===== src/design/gtpdf_pkg.sv =====
// ----------------------------------------------------------------------------
// gtpdf_pkg: shared types and constants for the grid distance fill
// Holds the cell encoding, the controller/datapath command and status
// structs, and the 3x3 neighbor offset table.
// ----------------------------------------------------------------------------
package gtpdf_pkg;

	localparam int GRID_SIZE_DEF = 64;
	localparam int COORD_W       = 6;
	localparam int ROW_W         = 64;
	localparam int DIST_W        = 12;
	localparam int STAT_W        = 2;
	localparam int ENTRY_W       = STAT_W + DIST_W;
	localparam int NB_W          = 4;

	localparam logic [DIST_W-1:0] DIST_MAX  = '1;
	localparam logic [NB_W-1:0]   NB_CENTER = 4'd4;
	localparam logic [NB_W-1:0]   NB_LAST   = 4'd8;

	// Cell status codes, also stored in the top bits of each table entry.
	typedef enum logic [STAT_W-1:0] {
		ST_REACHED = 2'd0,
		ST_UNKNOWN = 2'd1,
		ST_BLOCKED = 2'd2
	} cell_stat_t;

	// Register indexes on the configuration port.
	localparam logic REG_TARGET_X = 1'b0;
	localparam logic REG_TARGET_Y = 1'b1;

	// Commands from the controller to the datapath.
	typedef struct packed {
		logic accept;
		logic out_load;
		logic init_start;
		logic init_rd;
		logic init_wr;
		logic seed_wr;
		logic rlx_rd;
		logic rlx_wr;
	} dp_cmd_t;

	// Status from the datapath to the controller.
	typedef struct packed {
		logic out_valid;
		logic is_read;
		logic build_req;
		logic row_end;
		logic grid_end;
		logic nb_last;
		logic pass_last;
		logic pass_bwd;
	} dp_stat_t;

	// Neighbor step to offsets: {dx+1, dy+1}, two bits each.
	function automatic logic [3:0] nb_offset(input logic [NB_W-1:0] nb);
		logic [3:0] off;
		case (nb)
			4'd0: off = {2'd0, 2'd0};
			4'd1: off = {2'd0, 2'd1};
			4'd2: off = {2'd0, 2'd2};
			4'd3: off = {2'd1, 2'd0};
			4'd4: off = {2'd1, 2'd1};
			4'd5: off = {2'd1, 2'd2};
			4'd6: off = {2'd2, 2'd0};
			4'd7: off = {2'd2, 2'd1};
			4'd8: off = {2'd2, 2'd2};
			default: off = {2'd1, 2'd1};
		endcase
		return off;
	endfunction

endpackage


===== src/design/gtpdf_ctrl.sv =====
// ----------------------------------------------------------------------------
// gtpdf_ctrl: controller of the grid distance fill
// Sequences item intake, the table rebuild sweep, the seed write and the
// forward and backward relaxation passes.
// ----------------------------------------------------------------------------
module gtpdf_ctrl (
	input  logic                clk,
	input  logic                arst_n,
	input  logic                s_tvalid,
	output logic                s_tready,
	input  logic                m_tready,
	input  gtpdf_pkg::dp_stat_t stat,
	output gtpdf_pkg::dp_cmd_t  cmd
);

	typedef enum logic [7:0] {
		S_IDLE     = 8'b0000_0001,
		S_RD_WAIT  = 8'b0000_0010,
		S_INIT_RD  = 8'b0000_0100,
		S_INIT_WR  = 8'b0000_1000,
		S_SEED     = 8'b0001_0000,
		S_RLX_RD   = 8'b0010_0000,
		S_RLX_WAIT = 8'b0100_0000,
		S_RLX_WR   = 8'b1000_0000
	} state_t;

	state_t state_q, state_d;
	logic   accept;

	// Take an item only while idle with the result register free or draining.
	assign s_tready = (state_q == S_IDLE) && (!stat.out_valid || m_tready);
	assign accept   = s_tvalid && s_tready;

	// Next state and command decode.
	always_comb begin
		state_d        = state_q;
		cmd            = '0;
		cmd.accept     = accept;
		case (state_q)
			S_IDLE: begin
				if (accept) begin
					if (stat.is_read) begin
						state_d = S_RD_WAIT;
					end else if (stat.build_req) begin
						cmd.init_start = 1'b1;
						state_d        = S_INIT_RD;
					end
				end
			end
			S_RD_WAIT: begin
				cmd.out_load = 1'b1;
				state_d      = S_IDLE;
			end
			S_INIT_RD: begin
				cmd.init_rd = 1'b1;
				state_d     = S_INIT_WR;
			end
			S_INIT_WR: begin
				cmd.init_wr = 1'b1;
				if (stat.grid_end) begin
					state_d = S_SEED;
				end else if (stat.row_end) begin
					state_d = S_INIT_RD;
				end
			end
			S_SEED: begin
				cmd.seed_wr = 1'b1;
				state_d     = S_RLX_RD;
			end
			S_RLX_RD: begin
				cmd.rlx_rd = 1'b1;
				if (stat.nb_last) begin
					state_d = S_RLX_WAIT;
				end
			end
			S_RLX_WAIT: begin
				state_d = S_RLX_WR;
			end
			S_RLX_WR: begin
				cmd.rlx_wr = 1'b1;
				state_d    = (stat.pass_last && stat.pass_bwd) ? S_IDLE : S_RLX_RD;
			end
			default: begin
				state_d = S_IDLE;
			end
		endcase
	end

	// State register.
	always_ff @(posedge clk or negedge arst_n) begin
		if (!arst_n) begin
			state_q <= S_IDLE;
		end else begin
			state_q <= state_d;
		end
	end

endmodule


===== config.mk =====
export PLATFORM = sky130hd
export DESIGN_NAME = gtpdf_ctrl
export DESIGN_NICKNAME = d
export VERILOG_FILES = /design/src/design/gtpdf_pkg.sv /design/src/design/gtpdf_ctrl.sv
export SDC_FILE = /design/constraint.sdc
export NUM_CORES = 1
export LEC_CHECK = 0
export BUFFER_PORTS_ARGS = -buffer_cell sky130_fd_sc_hd__buf_2
export CORE_AREA = 2 2 39 41
export DETAILED_ROUTE_END_ITERATION = 6
export DIE_AREA = 0 0 41 43
export PLACE_DENSITY = 0.81
export SLEW_MARGIN = 40
export SYNTH_ARGS = -nofsm -noshare
export SYNTH_HDL_FRONTEND = slang
export SYNTH_SLANG_ARGS = --single-unit

===== constraint.sdc =====
create_clock -name clk -period 1.6 [get_ports clk]
set_input_delay 0.08 -clock clk [delete_from_list [all_inputs] [get_ports clk]]
set_output_delay 0.08 -clock clk [all_outputs]
set_load 0.01 [all_outputs]

==> flow_metrics.tcl <==
set metrics [dict create \
    grt_use_met2_pct 24.06 \
    status "finished, violations left" \
    die_h_um 43 \
    nets 101 \
    use_met1_pct 22.11 \
    p_sw_w 0.0003890 \
    hold_class "input port to flop" \
    postRouteAntennaNets 0 \
    io-pin-count 21 \
    arrival_ps 1550 \
    end_kind "primary output" \
    grt_util_met3_pct 3.141 \
    postSynthAreaPerCell_um2 9.578 \
    first_pass_iters 4 \
    rsz0062_at_grt "true" \
    grt_max_degree 9 \
    num_antenna_cells 0 \
    syn-num-nets 70 \
    cts_buffer_depth 2 \
    rrSetupSlack_ps 90 \
    irDropWorstVdd_v 0.0007106 \
    nFillCells 126 \
    report.final.slew_viol_count 0 \
    yosys.area_share.simple_pct 48.20 \
    seqPwrFrac_pct 29.2 \
    largest_register_ffs 8 \
    fin_cells 104 \
    multiInputGateArea_um2 382.9 \
    dp_hpwl_um 974.4 \
    drtIter0Drc 6 \
    critical_path.startpoint "state_q[5]" \
    clock_latency_ps 250 \
    skew_ps 1.041 \
    clk_pin_slew_worst_paths_ps 50 \
    path_class "flop to primary output" \
    r2r-end "state_q[2]" \
    seq_area_um2 205.2 \
    synthAdderAreaFrac_pct 0 \
    ys_seq_area_share_pct 36.26 \
    port_buffers 20 \
    p_int_w 0.0006294 \
    syn_to_final_growth_pct 44.14 \
    synth_mux_area_share_pct 0 \
    regMostFlops "state_q" \
    top_usage_layer "met2" \
    power_frac_comb_pct 54.6 \
    fmax_mhz 613.6 \
    cp-endpoint "cmd[5]" \
    grt_use_total_pct 16.70 \
    setup_violations 1 \
    top_regs "state_q: 8 flops" \
    tightest_slew_ps 362.0 \
    hold_viol 0 \
    rows 14 \
    start_kind "flop" \
    drc_errors 0 \
    synth_cells 58 \
    setup_tns_ps -29.74 \
    synth_compound_area_share_pct 10.59 \
    swShare_pct 38.20 \
    htreeDepth 1 \
    viasPerCell 5.356 \
    synth-seq-cells 8 \
    r2r_cells 5 \
    grt_pass1_wl_mm 1.987 \
    drt-total-wl_mm 1.361 \
    r2r_start "state_q[0]" \
    vias 557 \
    core_area_um2 1384 \
    cts_buffers 3 \
    final_util_pct 57.87 \
    antenna_found_initial 0 \
    die_w_um 41 \
    violations "setup timing" \
    p_leak_nw 0.4070 \
    required_ps 1520 \
    cp_max_fo 2 \
    dieArea_um2 1763 \
    syn_area_um2 555.5 \
    drive_above_1_share_pct 53.41 \
    clock-sinks 8 \
    yosysWarnings 0 \
    grt_pass1_vias 484 \
    synth-xor-area-share_pct 1.577 \
    start_util_pct 40.14 \
    cts-root-buf "clkbuf_4" \
    yosysUniqueCellTypes 32 \
    synth_top_family_by_area "simple AND/OR/NAND/NOR gates" \
    min_period_over_period_pct 101.9 \
    tritoncts "done" \
    grt_overflow_total 0 \
    hold_start "stat[3]" \
    period_needed_ps 1630 \
    cap_violations 0 \
    relSlewSlack_pct 75.80 \
    place.gp.congestion 0.7496 \
    whs_ps 62.84 \
    p_clk_share_pct 16.2 \
    place_inst 94 \
    wl_per_cell_um 13.09 \
    layout_setup_ws_ps -29.74 \
    p_per_area_nw_per_um2 1272 \
]
==> metrics by stage <==
stage	cell area, um^2	setup WS (ps)	total power, W
2_1_floorplan	555.5	133.8	0.0006159
3_3_place_gp	675.6	168.8	0.0007396
3_5_place_dp	675.6	119.2	0.0007450
4_1_cts	770.7	-57.71	0.0009766
5_1_grt	800.8	-146.6	0.001104
6_report	800.8	-29.74	0.001018
==> cells by family after synthesis <==
group,after synthesis
buffers and inverters,4
AOI/OAI and AO/OA,8
and+or+nand+nor,37
xor gates and xnor gates,1
DFF,8
==> what timing repair did <==
item | CTS | global route
endpoints found under the hold margin | 8 | 0
gates resized for setup | 8 | 5
hold buffers | 1 | 0
buffers inserted | 4 | 1
pin swaps | 4 | 1
endpoints found under the setup margin | 3 | 7
==> cells in the mapped netlist <==
cell / n / area share, %
dfrtp_1: 7 / 32
nor3b_1: 6 / 8.1
nand3_1: 4 / 3.6
nor2b_1: 4 / 4.5
and2_1: 3 / 3.4
and4b_1: 3 / 5.4
inv_1: 3 / 2.0
and3_1: 2 / 2.3
nor2_1: 2 / 1.4
nor2_2: 2 / 2.3
a211o_1: 1 / 1.6
a21oi_1: 1 / 0.90
a221oi_1: 1 / 1.6
a31oi_1: 1 / 1.1
buf_4: 1 / 1.4
dfstp_2: 1 / 4.7
nand2_1: 1 / 0.68
nand2b_1: 1 / 1.1
nand3b_1: 1 / 1.4
nand4_1: 1 / 1.1
nor3_1: 1 / 0.90
nor3_2: 1 / 1.8
nor4_4: 1 / 3.8
nor4b_1: 1 / 1.6
nor4b_2: 1 / 2.7
o21a_1: 1 / 1.4
o21ai_0: 1 / 0.90
o31ai_1: 1 / 1.4
o32a_1: 1 / 1.8
or2_2: 1 / 1.1
or3_1: 1 / 1.1
xor2_1: 1 / 1.6
==> placed cells by master (no fill, tap or decap), types with 2 or more instances in the layout <==
| cell | synthesis | final |
|---|---|---|
| nand3_1 | 4 | 2 |
| inv_1 | 3 | 3 |
| clkbuf_4 | 0 | 3 |
| nor3b_2 | 0 | 3 |
| nor2_2 | 2 | 2 |
| nor3b_1 | 6 | 3 |
| and2_1 | 3 | 3 |
| dfrtp_1 | 7 | 4 |
| dfrtp_2 | 0 | 3 |
| buf_4 | 1 | 6 |
| buf_2 | 0 | 20 |
| nor2b_1 | 4 | 3 |
| and4b_1 | 3 | 3 |
==> area by class of cell <==
type / instances / area share, %
Timing Repair Buffer: 27 / 19.38
Multi-Input combinational cell: 46 / 47.81
Sequential cell: 8 / 25.63
Inverter: 3 / 1.406
Tap cell: 16 / 2.500
Clock buffer: 4 / 3.281
==> worst min path at each step <==
| stage | slack, ps | end | depth (start not counted) |
|---|---|---|---|
| 2_1_floorplan | -220 | state_q[1] | 0 |
| 3_3_place_gp | -70 | state_q[7] | 1 |
| 3_5_place_dp | -70 | state_q[7] | 1 |
| 4_1_cts | 60 | state_q[4] | 2 |
| 5_1_grt | 60 | state_q[4] | 2 |
| 6_report | 60 | state_q[4] | 2 |
==> worst max-delay path, stage by stage, from the launching register on <==
cell and delay [ps]:
dfrtp_2 420, nor4_4 290, and3_4 230, nand3_4 60
nor3b_2 150, buf_2 140
==> metal layers <==
| metal | vias to the layer above | share of wire (%) | wire length (um) |
|---|---|---|---|
| met5 | - | 0 | 0 |
| met1 | 253 | 45 | 610 |
| met2 | 25 | 49 | 664 |
| met3 | 2 | 5.4 | 73 |
| met4 | 0 | 0.96 | 13 |
| li1 | 277 | - | - |
==> power by group through the flow <==
stage / Clock, W / Sequential [W] / Combinational, W
6_report: 0.000165 / 0.000297 / 0.000556
5_1_grt: 0.000187 / 0.000303 / 0.000615
4_1_cts: 0.000174 / 0.000296 / 0.000506
3_5_place_dp: 0 / 0.000313 / 0.000432
3_3_place_gp: 0 / 0.000312 / 0.000428
2_1_floorplan: 0 / 0.000301 / 0.000315
Power figures use the tool's default switching activity.
